--- src/sv/slpg_pkg.sv ---
// ----------------------------------------------------------------------------
// Status LED pattern generator package
// Shared types, widths and codes for the pattern generator and its divider.
// ----------------------------------------------------------------------------
package slpg_pkg;

    // Event kinds carried by an input transfer.
    localparam logic [1:0] KIND_TICK     = 2'd0;
    localparam logic [1:0] KIND_LINK     = 2'd1;
    localparam logic [1:0] KIND_CONV     = 2'd2;
    localparam logic [1:0] KIND_COMPLETE = 2'd3;

    // Indicator modes.
    localparam logic [1:0] MODE_DISC   = 2'd0;
    localparam logic [1:0] MODE_CONN   = 2'd1;
    localparam logic [1:0] MODE_ACTIVE = 2'd2;
    localparam logic [1:0] MODE_ERROR  = 2'd3;

    // Configuration register indexes.
    localparam int CFG_IDX_W  = 3;
    localparam int CFG_DATA_W = 16;
    localparam logic [CFG_IDX_W-1:0] CFG_STEP       = 3'd0;
    localparam logic [CFG_IDX_W-1:0] CFG_BRIGHTNESS = 3'd1;
    localparam logic [CFG_IDX_W-1:0] CFG_BLINK      = 3'd2;
    localparam logic [CFG_IDX_W-1:0] CFG_PULSE      = 3'd3;
    localparam logic [CFG_IDX_W-1:0] CFG_FLASH_ON   = 3'd4;
    localparam logic [CFG_IDX_W-1:0] CFG_FLASH_OFF  = 3'd5;
    localparam logic [CFG_IDX_W-1:0] CFG_PAUSE      = 3'd6;
    localparam logic [CFG_IDX_W-1:0] CFG_FLASH_CNT  = 3'd7;

    // Reset values of the configuration registers.
    localparam logic [9:0]  RST_STEP       = 10'd50;
    localparam logic [7:0]  RST_BRIGHTNESS = 8'd102;
    localparam logic [15:0] RST_BLINK      = 16'd800;
    localparam logic [15:0] RST_PULSE      = 16'd1200;
    localparam logic [15:0] RST_FLASH_ON   = 16'd200;
    localparam logic [15:0] RST_FLASH_OFF  = 16'd150;
    localparam logic [15:0] RST_PAUSE      = 16'd2000;
    localparam logic [3:0]  RST_FLASH_CNT  = 4'd3;

    localparam logic [7:0] MIN_GLOW = 8'd10;

    // Divider geometry: the dividend is the elapsed time, the divisor is at
    // most one full error cycle (15 * 131070 + 65535 < 2^21).
    localparam int DVD_W      = 32;
    localparam int DVS_W      = 21;
    localparam int DIV_STEPS  = DVD_W / 2;
    localparam int DIV_CNT_W  = $clog2(DIV_STEPS);

    typedef struct packed {
        logic [1:0] kind;
        logic       link_up;
        logic       has_error;
    } in_t;

    typedef struct packed {
        logic [7:0] red;
        logic [7:0] green;
        logic [7:0] blue;
        logic [1:0] mode;
        logic       error_active;
    } out_t;

    typedef struct packed {
        logic             start;
        logic [DVD_W-1:0] dividend;
        logic [DVS_W-1:0] divisor;
    } div_req_t;

    typedef struct packed {
        logic             done;
        logic [DVD_W-1:0] quot;
        logic [DVS_W-1:0] rem;
    } div_rsp_t;

endpackage

--- src/sv/status_led_pattern_generator_unit.sv ---
// ----------------------------------------------------------------------------
// Status LED pattern generator
// Event-driven four-mode status indicator that emits one RGB color per tick.
// ----------------------------------------------------------------------------
// Non-tick events give no result. A tick needs no division in connected
// mode or with an empty period, one when disconnected or in the error pause,
// and two when active or in the error flashes. Only one item is in flight at
// a time; the single divider, used up to twice per tick, sets the pace. Reset
// (aresetn low, synchronous) restores the register defaults, the disconnected
// mode and zero elapsed time.
// ----------------------------------------------------------------------------
module status_led_pattern_generator_unit import slpg_pkg::*; (
    input  logic                  aclk,
    input  logic                  aresetn,

    input  logic                  cfg_wr_en,
    input  logic [CFG_IDX_W-1:0]  cfg_index,
    input  logic [CFG_DATA_W-1:0] cfg_wdata,

    input  logic                  s_valid,
    output logic                  s_ready,
    input  in_t                   s_data,

    output logic                  m_valid,
    input  logic                  m_ready,
    output out_t                  m_data
);

    // Sequencer states.
    localparam logic [2:0] ST_IDLE  = 3'd0;
    localparam logic [2:0] ST_FIRST = 3'd1;
    localparam logic [2:0] ST_WAIT1 = 3'd2;
    localparam logic [2:0] ST_WAIT2 = 3'd3;
    localparam logic [2:0] ST_OUT   = 3'd4;

    // Configuration registers.
    logic [9:0]  step_reg;
    logic [7:0]  bright_reg;
    logic [15:0] blink_reg;
    logic [15:0] pulse_reg;
    logic [15:0] on_reg;
    logic [15:0] off_reg;
    logic [15:0] pause_reg;
    logic [3:0]  fcnt_reg;

    // Indicator state.
    logic [1:0]  mode_reg, mode_next;
    logic [31:0] elapsed_reg, elapsed_next;

    // Sequencer and result holding.
    logic [2:0]       state_reg, state_next;
    logic [DVS_W-1:0] flash_end_reg, flash_end_next;
    logic [7:0]       red_reg, red_next;
    logic [7:0]       green_reg, green_next;
    logic [7:0]       blue_reg, blue_next;
    logic             m_valid_reg, m_valid_next;
    out_t             m_data_reg, m_data_next;

    div_req_t div_req;
    div_rsp_t div_rsp;

    // Derived quantities of the current configuration. The flash slot is one
    // on time plus one off time, and one error cycle is the flash run plus
    // the dark pause; both fit the divisor width without wrapping.
    logic [16:0]      slot_c;
    logic [DVS_W-1:0] flash_end_c;
    logic [DVS_W-1:0] cycle_c;
    logic [14:0]      half_c;
    logic [15:0]      phase16_c;
    logic [15:0]      dist_c;
    logic [23:0]      num_c;
    logic [7:0]       lvl_c;
    logic             accept;

    assign slot_c      = {1'b0, on_reg} + {1'b0, off_reg};
    assign flash_end_c = DVS_W'(fcnt_reg) * DVS_W'(slot_c);
    assign cycle_c     = flash_end_c + DVS_W'(pause_reg);
    assign half_c      = pulse_reg[15:1];

    // The pulse phase is a remainder below the pulse period, so 16 bits hold
    // it. The falling half of the triangle mirrors around the period end.
    assign phase16_c = div_rsp.rem[15:0];
    assign dist_c    = (phase16_c <= {1'b0, half_c}) ? phase16_c : (pulse_reg - phase16_c);
    assign num_c     = dist_c * bright_reg;

    // The quotient never exceeds the brightness, so its low byte is the level.
    assign lvl_c = (div_rsp.quot[7:0] < MIN_GLOW) ? MIN_GLOW : div_rsp.quot[7:0];

    assign accept  = s_valid && s_ready;
    assign s_ready = (state_reg == ST_IDLE);

    slpg_div u_div (
        .aclk    (aclk),
        .aresetn (aresetn),
        .req     (div_req),
        .rsp     (div_rsp)
    );

    always_comb begin
        state_next     = state_reg;
        mode_next      = mode_reg;
        elapsed_next   = elapsed_reg;
        flash_end_next = flash_end_reg;
        red_next       = red_reg;
        green_next     = green_reg;
        blue_next      = blue_reg;
        m_valid_next   = m_valid_reg;
        m_data_next    = m_data_reg;
        div_req        = '0;

        // The output register frees up as soon as the consumer takes the
        // transfer, independently of the sequencer.
        if (m_valid_reg && m_ready) begin
            m_valid_next = 1'b0;
        end

        case (state_reg)
            ST_IDLE: begin
                if (accept) begin
                    case (s_data.kind)
                        KIND_TICK: begin
                            elapsed_next = elapsed_reg + 32'(step_reg);
                            red_next     = '0;
                            green_next   = '0;
                            blue_next    = '0;
                            state_next   = ST_FIRST;
                        end
                        KIND_LINK: begin
                            // Link events do not disturb an active or error
                            // indication.
                            if (!(mode_reg inside {MODE_ACTIVE, MODE_ERROR})) begin
                                mode_next = s_data.link_up ? MODE_CONN : MODE_DISC;
                            end
                        end
                        KIND_CONV: begin
                            mode_next = MODE_ACTIVE;
                        end
                        default: begin
                            if (s_data.has_error) begin
                                mode_next = MODE_ERROR;
                            end else begin
                                mode_next = s_data.link_up ? MODE_CONN : MODE_DISC;
                            end
                        end
                    endcase
                end
            end

            ST_FIRST: begin
                // The elapsed time already includes this tick's step.
                case (mode_reg)
                    MODE_DISC: begin
                        // A zero period leaves the LEDs dark.
                        if (blink_reg == '0) begin
                            state_next = ST_OUT;
                        end else begin
                            div_req.start    = 1'b1;
                            div_req.dividend = elapsed_reg;
                            div_req.divisor  = DVS_W'(blink_reg);
                            state_next       = ST_WAIT1;
                        end
                    end
                    MODE_CONN: begin
                        green_next = bright_reg;
                        state_next = ST_OUT;
                    end
                    MODE_ACTIVE: begin
                        // With an empty half period only the minimum glow
                        // remains.
                        if (half_c == '0) begin
                            green_next = MIN_GLOW;
                            blue_next  = MIN_GLOW;
                            state_next = ST_OUT;
                        end else begin
                            div_req.start    = 1'b1;
                            div_req.dividend = elapsed_reg;
                            div_req.divisor  = DVS_W'(pulse_reg);
                            state_next       = ST_WAIT1;
                        end
                    end
                    default: begin
                        flash_end_next = flash_end_c;
                        // An empty error cycle puts the phase at zero, where
                        // no flash can be lit because the flash run is empty.
                        if (cycle_c == '0) begin
                            state_next = ST_OUT;
                        end else begin
                            div_req.start    = 1'b1;
                            div_req.dividend = elapsed_reg;
                            div_req.divisor  = cycle_c;
                            state_next       = ST_WAIT1;
                        end
                    end
                endcase
            end

            ST_WAIT1: begin
                if (div_rsp.done) begin
                    case (mode_reg)
                        MODE_DISC: begin
                            // On for the first half of the blink period.
                            if (div_rsp.rem < DVS_W'(blink_reg[15:1])) begin
                                red_next = bright_reg;
                            end
                            state_next = ST_OUT;
                        end
                        MODE_ACTIVE: begin
                            div_req.start    = 1'b1;
                            div_req.dividend = DVD_W'(num_c);
                            div_req.divisor  = DVS_W'(half_c);
                            state_next       = ST_WAIT2;
                        end
                        default: begin
                            // Past the flash run the cycle is in its dark
                            // pause; otherwise find the place in the slot.
                            if (slot_c == '0 || div_rsp.rem >= flash_end_reg) begin
                                state_next = ST_OUT;
                            end else begin
                                div_req.start    = 1'b1;
                                div_req.dividend = DVD_W'(div_rsp.rem);
                                div_req.divisor  = DVS_W'(slot_c);
                                state_next       = ST_WAIT2;
                            end
                        end
                    endcase
                end
            end

            ST_WAIT2: begin
                if (div_rsp.done) begin
                    if (mode_reg == MODE_ACTIVE) begin
                        green_next = lvl_c;
                        blue_next  = lvl_c;
                    end else if (div_rsp.rem < DVS_W'(on_reg)) begin
                        red_next = bright_reg;
                    end
                    state_next = ST_OUT;
                end
            end

            ST_OUT: begin
                if (!m_valid_reg || m_ready) begin
                    m_valid_next             = 1'b1;
                    m_data_next.red          = red_reg;
                    m_data_next.green        = green_reg;
                    m_data_next.blue         = blue_reg;
                    m_data_next.mode         = mode_reg;
                    m_data_next.error_active = (mode_reg == MODE_ERROR);
                    state_next               = ST_IDLE;
                end
            end

            default: begin
                state_next = ST_IDLE;
            end
        endcase
    end

    // The user must write the configuration only while the block is idle; the block itself does not enforce it.
    always_ff @(posedge aclk) begin
        if (!aresetn) begin
            step_reg   <= RST_STEP;
            bright_reg <= RST_BRIGHTNESS;
            blink_reg  <= RST_BLINK;
            pulse_reg  <= RST_PULSE;
            on_reg     <= RST_FLASH_ON;
            off_reg    <= RST_FLASH_OFF;
            pause_reg  <= RST_PAUSE;
            fcnt_reg   <= RST_FLASH_CNT;
        end else if (cfg_wr_en) begin
            case (cfg_index)
                CFG_STEP:       step_reg   <= cfg_wdata[9:0];
                CFG_BRIGHTNESS: bright_reg <= cfg_wdata[7:0];
                CFG_BLINK:      blink_reg  <= cfg_wdata;
                CFG_PULSE:      pulse_reg  <= cfg_wdata;
                CFG_FLASH_ON:   on_reg     <= cfg_wdata;
                CFG_FLASH_OFF:  off_reg    <= cfg_wdata;
                CFG_PAUSE:      pause_reg  <= cfg_wdata;
                CFG_FLASH_CNT:  fcnt_reg   <= cfg_wdata[3:0];
                default: begin
                end
            endcase
        end
    end

    always_ff @(posedge aclk) begin
        if (!aresetn) begin
            state_reg   <= ST_IDLE;
            mode_reg    <= MODE_DISC;
            elapsed_reg <= '0;
            m_valid_reg <= 1'b0;
        end else begin
            state_reg   <= state_next;
            mode_reg    <= mode_next;
            elapsed_reg <= elapsed_next;
            m_valid_reg <= m_valid_next;
        end
        flash_end_reg <= flash_end_next;
        red_reg       <= red_next;
        green_reg     <= green_next;
        blue_reg      <= blue_next;
        m_data_reg    <= m_data_next;
    end

    assign m_valid = m_valid_reg;
    assign m_data  = m_data_reg;

    // Only a tick moves the elapsed time.
    assert property (@(posedge aclk) disable iff (!aresetn)
        accept && s_data.kind != KIND_TICK |=> $stable(elapsed_reg))
        else $error("elapsed time changed on a non-tick event");

    // An accepted tick always moves the sequencer into its first step.
    assert property (@(posedge aclk) disable iff (!aresetn)
        accept && s_data.kind == KIND_TICK |=> state_reg == ST_FIRST)
        else $error("tick did not start the sequencer");

    // The error flag tracks the reported mode.
    assert property (@(posedge aclk) disable iff (!aresetn)
        m_valid |-> m_data.error_active == (m_data.mode == MODE_ERROR))
        else $error("error flag disagrees with mode");

    // Connected mode is pure green.
    assert property (@(posedge aclk) disable iff (!aresetn)
        m_valid && m_data.mode == MODE_CONN |-> m_data.red == '0 && m_data.blue == '0)
        else $error("connected color not pure green");

    // The active pulse is cyan and never below the minimum glow.
    assert property (@(posedge aclk) disable iff (!aresetn)
        m_valid && m_data.mode == MODE_ACTIVE |->
            m_data.green == m_data.blue && m_data.green >= MIN_GLOW && m_data.red == '0)
        else $error("active pulse color out of shape");

endmodule

--- src/sv/slpg_div.sv ---
// ----------------------------------------------------------------------------
// Pattern generator divider
// Restoring unsigned divider that retires two quotient bits per cycle.
// ----------------------------------------------------------------------------
module slpg_div import slpg_pkg::*; (
    input  logic     aclk,
    input  logic     aresetn,
    input  div_req_t req,
    output div_rsp_t rsp
);

    logic                 busy_reg, busy_next;
    logic                 done_reg, done_next;
    logic [DIV_CNT_W-1:0] cnt_reg, cnt_next;
    logic [DVS_W-1:0]     rem_reg, rem_next;
    logic [DVD_W-1:0]     dq_reg, dq_next;
    logic [DVS_W-1:0]     dvs_reg, dvs_next;

    logic [DVS_W:0] d_ext, r1, s1, r2, s2;
    logic           ge1, ge2;

    // Two dependent shift-subtract steps per cycle.
    always_comb begin
        d_ext = {1'b0, dvs_reg};
        r1    = {rem_reg, dq_reg[DVD_W-1]};
        ge1   = (r1 >= d_ext);
        s1    = ge1 ? (r1 - d_ext) : r1;
        r2    = {s1[DVS_W-1:0], dq_reg[DVD_W-2]};
        ge2   = (r2 >= d_ext);
        s2    = ge2 ? (r2 - d_ext) : r2;
    end

    always_comb begin
        busy_next = busy_reg;
        done_next = 1'b0;
        cnt_next  = cnt_reg;
        rem_next  = rem_reg;
        dq_next   = dq_reg;
        dvs_next  = dvs_reg;
        if (req.start) begin
            busy_next = 1'b1;
            cnt_next  = '0;
            rem_next  = '0;
            dq_next   = req.dividend;
            dvs_next  = req.divisor;
        end else if (busy_reg) begin
            rem_next = s2[DVS_W-1:0];
            dq_next  = {dq_reg[DVD_W-3:0], ge1, ge2};
            cnt_next = cnt_reg + 1'b1;
            if (cnt_reg == DIV_CNT_W'(DIV_STEPS - 1)) begin
                busy_next = 1'b0;
                done_next = 1'b1;
            end
        end
    end

    always_ff @(posedge aclk) begin
        if (!aresetn) begin
            busy_reg <= 1'b0;
            done_reg <= 1'b0;
            cnt_reg  <= '0;
        end else begin
            busy_reg <= busy_next;
            done_reg <= done_next;
            cnt_reg  <= cnt_next;
        end
        rem_reg <= rem_next;
        dq_reg  <= dq_next;
        dvs_reg <= dvs_next;
    end

    assign rsp.done = done_reg;
    assign rsp.quot = dq_reg;
    assign rsp.rem  = rem_reg;

endmodule

--- config.mk ---
export PLATFORM = sky130hd
export DESIGN_NAME = status_led_pattern_generator_unit
export DESIGN_NICKNAME = d
export VERILOG_FILES = /design/src/sv/slpg_pkg.sv /design/src/sv/status_led_pattern_generator_unit.sv /design/src/sv/slpg_div.sv
export SDC_FILE = /design/constraint.sdc
export NUM_CORES = 1
export LEC_CHECK = 0
export BUFFER_PORTS_ARGS = -buffer_cell sky130_fd_sc_hd__buf_4
export CAP_MARGIN = 10
export CORE_ASPECT_RATIO = 0.7
export CORE_MARGIN = 10
export CORE_UTILIZATION = 45
export DETAILED_ROUTE_END_ITERATION = 7
export SYNTH_ARGS = -nofsm -noshare
export SYNTH_HDL_FRONTEND = slang
export SYNTH_SLANG_ARGS = --single-unit
--- constraint.sdc ---
create_clock -name aclk -period 8.6 [get_ports aclk]
set_input_delay 0.86 -clock aclk [delete_from_list [all_inputs] [get_ports aclk]]
set_output_delay 0.86 -clock aclk [all_outputs]
set_load 0.01 [all_outputs]
# Word level (Yosys, flattened, before mapping)
# Cells that the tools add are included.
# Widths: inputs -> output; s select.
# word_totals
regBits,292
inputBits,28
out_inout_bits,29
# op_classes
n_addsub,7
n_mul,2
magnitude_cmp,7
eq_ne,32
muxes,53
n_bitwise,4
n_reduce_logical,36
# op_table
operator,count
$mux 54,5
$pmux 54 s2,2
$pmux 54 s3,1
$mux 8,13
$pmux 8 s3,3
$mux 32,2
$ge 22x21->1,2
$mux 21,2
$sub 21x21->21,2
$add 32x10->32,1
$mux 3,9
$mul 16x8->24,1
$add 21x16->21,1
$ge 21x21->1,1
$logic_not 21->1,1
$lt 21x15->1,1
$lt 21x16->1,1
$mul 4x17->21,1
$reduce_and 2->1,10
$ne 2x2->1 const B,9
$add 16x16->17,1
$logic_not 17->1,1
$le 16x15->1,1
$logic_not 16->1,1
35 further kinds,69

# Logic depth before layout (Yosys ltp)
# logic_depth
word_depth,8
depth_mapped,36
depth_no_buf,35

# Cells and area by module
# From an unflattened synthesis, not the netlist that was laid out.
# hier_totals
cells_unflattened,2944
area_unflattened_um2,25757.2
# by_module_without_submodules
module,n_inst,cells_per_inst,area_per_inst_um2,seq_area_each_um2
status_led_pattern_generator_unit,1,2386,20290.7,4964.8
slpg_div,1,558,5466.5,2132.0

# Worst setup path after synthesis
# Ideal clock, no wire load.
# synth_path
path_type,flip-flop to flip-flop
from,register on_reg[0]
to,register u_div.dq_reg[0] (enable)
setup_time_ns,0.561
arrival_time_ns,7.149
required_ns,8.039
setup_slack_ns,0.890
path_stages_with_launch,34
path_buffers,1
cell_sequence,dfxtp_1 > ha_1 > inv_1 > fa_1 > nand2b_1 > a21oi_2 > o21a_2 > o21ai_0 > a21boi_0 > nor2_1 > and2_1 > fa_1 > inv_1 > fa_1 > inv_1 > ha_1 > a21oi_1 > o21ai_0 > a21oi_1 > o21bai_1 > a21oi_1 > xnor2_1 > ha_1 > a21o_1 > a21o_1 > a21oi_1 > o21ai_0 > nand2_1 > nor4_1 > nor4_2 > o2111ai_1 > nand2_1 > buf_2 > nand3_1
# synth_between
elab_chain_cells,8
elab_cells_between_ends,13
classes_between,add/sub: 2; mul: 1; mux: 6; reduce/logical: 4
# synth_lines
element,line,source
from (decl),status_led_pattern_generator_unit.sv:41,logic [15:0] on_reg;
from (signal assigned),status_led_pattern_generator_unit.sv:276,CFG_FLASH_ON: on_reg <= cfg_wdata;
$add 16x16->17,status_led_pattern_generator_unit.sv:75,"assign slot_c = {1'b0, on_reg} + {1'b0, off_reg};"
$mul 4x17->21,status_led_pattern_generator_unit.sv:76,assign flash_end_c = DVS_W'(fcnt_reg) * DVS_W'(slot_c);
net flash_end_c[13],status_led_pattern_generator_unit.sv:66,logic [DVS_W-1:0] flash_end_c;
$add 21x16->21,status_led_pattern_generator_unit.sv:77,assign cycle_c = flash_end_c + DVS_W'(pause_reg);
$logic_not 21->1,status_led_pattern_generator_unit.sv:185,if (cycle_c == '0) begin
$mux 54,status_led_pattern_generator_unit.sv:185,
$pmux 54 s3,status_led_pattern_generator_unit.sv:151,case (mode_reg)
$pmux 54 s2,status_led_pattern_generator_unit.sv:117,case (state_reg)
$reduce_bool 2->1 (no line),-,
to (signal assigned),slpg_div.sv:68,dq_reg <= dq_next;
to (decl),slpg_div.sv:16,"logic [DVD_W-1:0] dq_reg, dq_next;"
# The timed path passes the listed nets, and every way through them passes these cells.
# A chain may end at the register's enable or synchronous reset.

# Worst setup path in the final report
# layout_path
from,register on_reg[0]
to,"register u_div.dq_reg[23], data pin"
# layout_between
elab_chain_cells,8
elab_cells_between_ends,13
classes_between,add/sub: 2; mul: 1; mux: 7; reduce/logical: 3
# layout_lines
element,line,source
$add 16x16->17,status_led_pattern_generator_unit.sv:75,
$mul 4x17->21,status_led_pattern_generator_unit.sv:76,
net flash_end_c[10],status_led_pattern_generator_unit.sv:66,
$add 21x16->21,status_led_pattern_generator_unit.sv:77,
$logic_not 21->1,status_led_pattern_generator_unit.sv:185,
$mux 54,status_led_pattern_generator_unit.sv:185,
$pmux 54 s3,status_led_pattern_generator_unit.sv:151,
$pmux 54 s2,status_led_pattern_generator_unit.sv:117,
$mux 32,slpg_div.sv:40,if (req.start) begin
net u_div.dq_next[23],slpg_div.sv:16,
# The timed path passes the listed nets, and every way through them passes these cells.

==> run_results.csv <==
group,metric,value,unit
critical_path,worst_path_max_delay_cell,"fa_1",
flow_run,cap_violations,0,
floorplanning,fp.dieH,217,um
place,place.gp.congestion,0.980,
critical_path,ff2ff_path_depth,31,
sta,fmax,0.124,GHz
yosys,syn_area_per_cell,8.50,sq um
yosys,yosys.area.top_type,"edfxtp_1",
final_layout,finalNetCount,3366,
clock_network,cts_htree_levels,1,
critical_path,rrSetupSlack,0.53,ns
route,first_pass_iters,8,
critical_path,cp.required,8.97,ns
grt,grt.met1_usage,40.3,%
route,routedWlPerCell,22.5,um
status,status,"finished clean",
grt,grt_use_total,25.3,%
worst_hold_path,worstHoldPathCells,0,
grt,grt_util_met2,33.3,%
route,viasPerCell,5.85,
final_layout,syn_to_final_growth,10.3,%
critical_path,reg2reg_to,"u_div.dq_reg[23]",
floorplanning,die_area,65300,sq um
worst_hold_path,holdCritStartpoint,"green_reg[4]",
final_layout,diodes,0,
route,dr_total_vias,21900,
worst_hold_path,holdPathEnd,"m_data[15]",
clock_network,hold_buffers,0,
critical_path,cp_top_family,"compound AO/OA/AOI/OAI gates",
clock_network,insertion_delay,0.62,ns
critical_path,regToRegStartpoint,"on_reg[0]",
grt,grt_overflow,0,
worst_hold_path,min_path_type,"flop to flop",
critical_path,slowest_delay,0.53,ns
clock_network,cts_inserted_buffers,31,
floorplanning,die_w,301,um
clock_network,cts_buffer_depth,3,
yosys,synth_ff_type,"dfxtp_1",
critical_path,start_kind,"flop",
yosys,yosysSeqAreaShare,28.5,%
sta,setup_viol,0,
place,hpwlAfterDp,65.8,mm
final_layout,drive_gt1_share,7.86,%
sta,worst_pin_slew,1.28,ns
final_layout,fillers,5353,
clock_network,clock-sinks,292,
route,detail-route-antenna-nets,0,
sta,setup_tns,0,ns
sta,final_max_slew_viol_count,0,
yosys,syn_inst,2927,
yosys,ys_types,92,
yosys,yosys-top-cells-area,"edfxtp_1 15%, dfxtp_1 13%, ha_1 12%",
yosys,async_flop_share,0,%
floorplanning,start_util,45.3,%
sta,slew_headroom,14.9,%
yosys,ys_seq_elements,292,
sta,rsz0062_at_grt,"false",
floorplanning,num_io_pins,57,
yosys,synthTopCellsByCount,"374 x nand2_1, 343 x inv_1, 241 x ha_1",
clock_network,clkTransAtPathRegs,0.06,ns
yosys,synth_warnings,0,
clock_network,cts_tree,"done",
grt,antenna_found_initial,4,
critical_path,end_kind,"flop",
clock_network,cts-root-buf,"clkbuf_16",
critical_path,cp_num_buf_inv,4,
critical_path,cp.arrival,8.44,ns
route,finalWirelength,84.2,mm
yosys,yosysMostFrequentCell,"nand2_1",
grt,grt_max_degree,107,
yosys,syn_nets,3316,
critical_path,crit_fanout,13,
sta,hold_viol,0,
route,drc,0,
yosys,netlist.area_leader.share,15.1,%
yosys,synth-edff-count,125,
grt,gr-usage-met3,6.70,%
place,io_buffers,56,
yosys,syn_area,24900,sq um
critical_path,worst-setup-path-type,"flop to flop",
sta,finalCritPeriodShare,93.9,%
sta,fin_worst_skew,0.0275,ns
grt,busiest_layer,"met1",
grt,grt_pass1_vias,20800,
floorplanning,std_cell_rows,72,
sta,min_period,8.07,ns
route,first_iter_violations,2378,
floorplanning,core-area,55000,sq um
grt,grt_pass1_wl,129,mm
[metrics by stage]
step | util [%] | cells | instance area [sq um] | hold slack (ns) | setup WS [ns]
2_1_floorplan | - | 2927 | 24900 | 0.400 | 0.890
3_3_place_gp | 47.9 | 3679 | 26300 | 0.403 | 0.597
3_5_place_dp | 47.9 | 3679 | 26300 | 0.405 | 0.381
4_1_cts | 49.7 | 3737 | 27300 | 0.420 | 0.351
5_1_grt | 49.9 | 3742 | 27400 | 0.423 | 0.0117
6_report | 49.9 | 3742 | 27400 | 0.418 | 0.529
[layout by cell type, fill, tap and decap left out, types with 22 or more instances in the layout]
cell type and n:
nand2_1 373, inv_1 343, ha_1 241, a21oi_1 207, dfxtp_1 166, nor2_1 145, edfxtp_1 125, buf_4 123
fa_1 120, nor2b_1 100, o21ai_0 94, and2_1 87, xnor2_1 81, nor3_1 70, a21o_1 67, nand3_1 66
nand2b_1 45, a211oi_1 33, o211ai_1 31, clkbuf_16 31, mux2i_1 28, nand4_1 27, and3_1 25, xor2_1 25
o21a_1 22
[worst max path at each step]
stage                   start                to  slack, ns  depth (start not counted)
global placement    on_reg[0]  u_div.dq_reg[23]       0.60                         32
finish              on_reg[0]  u_div.dq_reg[23]       0.53                         31
detailed placement  on_reg[0]  u_div.dq_reg[23]       0.38                         32
global route        on_reg[0]  u_div.dq_reg[23]       0.01                         33
floorplan           on_reg[0]   u_div.dq_reg[0]       0.89                         33
CTS                 on_reg[0]  u_div.dq_reg[23]       0.35                         32
[worst register-to-register path: cells and delay by family (launching register included)]
family	cells	cell delay, ns
flops	1	0.36
fa+ha+maj	6	2.29
buf+inv	4	0.39
simple gates	7	1.39
compound gates	11	2.33
mux	1	0.35
xor+xnor	2	0.72
[routing by layer]
layer  wire length (um)  vias up  part of all wire, %
met4               1540        0                  1.8
met5                  0        -                    0
li1                   -    10300                    -
met2              31500      983                   37
met1              41600    10500                   49
met3               9550      105                   11
[timing repair]
| item | in CTS | in global routing |
|---|---|---|
| buffers inserted | 0 | 4 |
| endpoints found under the hold margin | 0 | 0 |
| resized for setup | 0 | 12 |
| endpoints found under the setup margin | 0 | 106 |
[logic make-up after synthesis]
kind of cell	after synthesis	synth area share (%)
compound gates	667	17.7
fa+ha+maj	361	21.8
mux	35	1.45
flops	292	28.5
simple gates	1011	19.8
buf+inv	453	6.97
xor+xnor	108	3.80
[final cells by class]
class	instances	area, sq um	share of cell area, %
sequential	292	7100	25.9
timing repair buffer	125	950	3.46
clock inverter	16	141	0.515
tap	740	926	3.37
clock buffer	42	877	3.20
multi-input combinational	2182	16200	58.9
inverter	345	1300	4.72
Power is not shown: default switching activity piles up to over one toggle a cycle in this logic, so the estimate is an artifact.
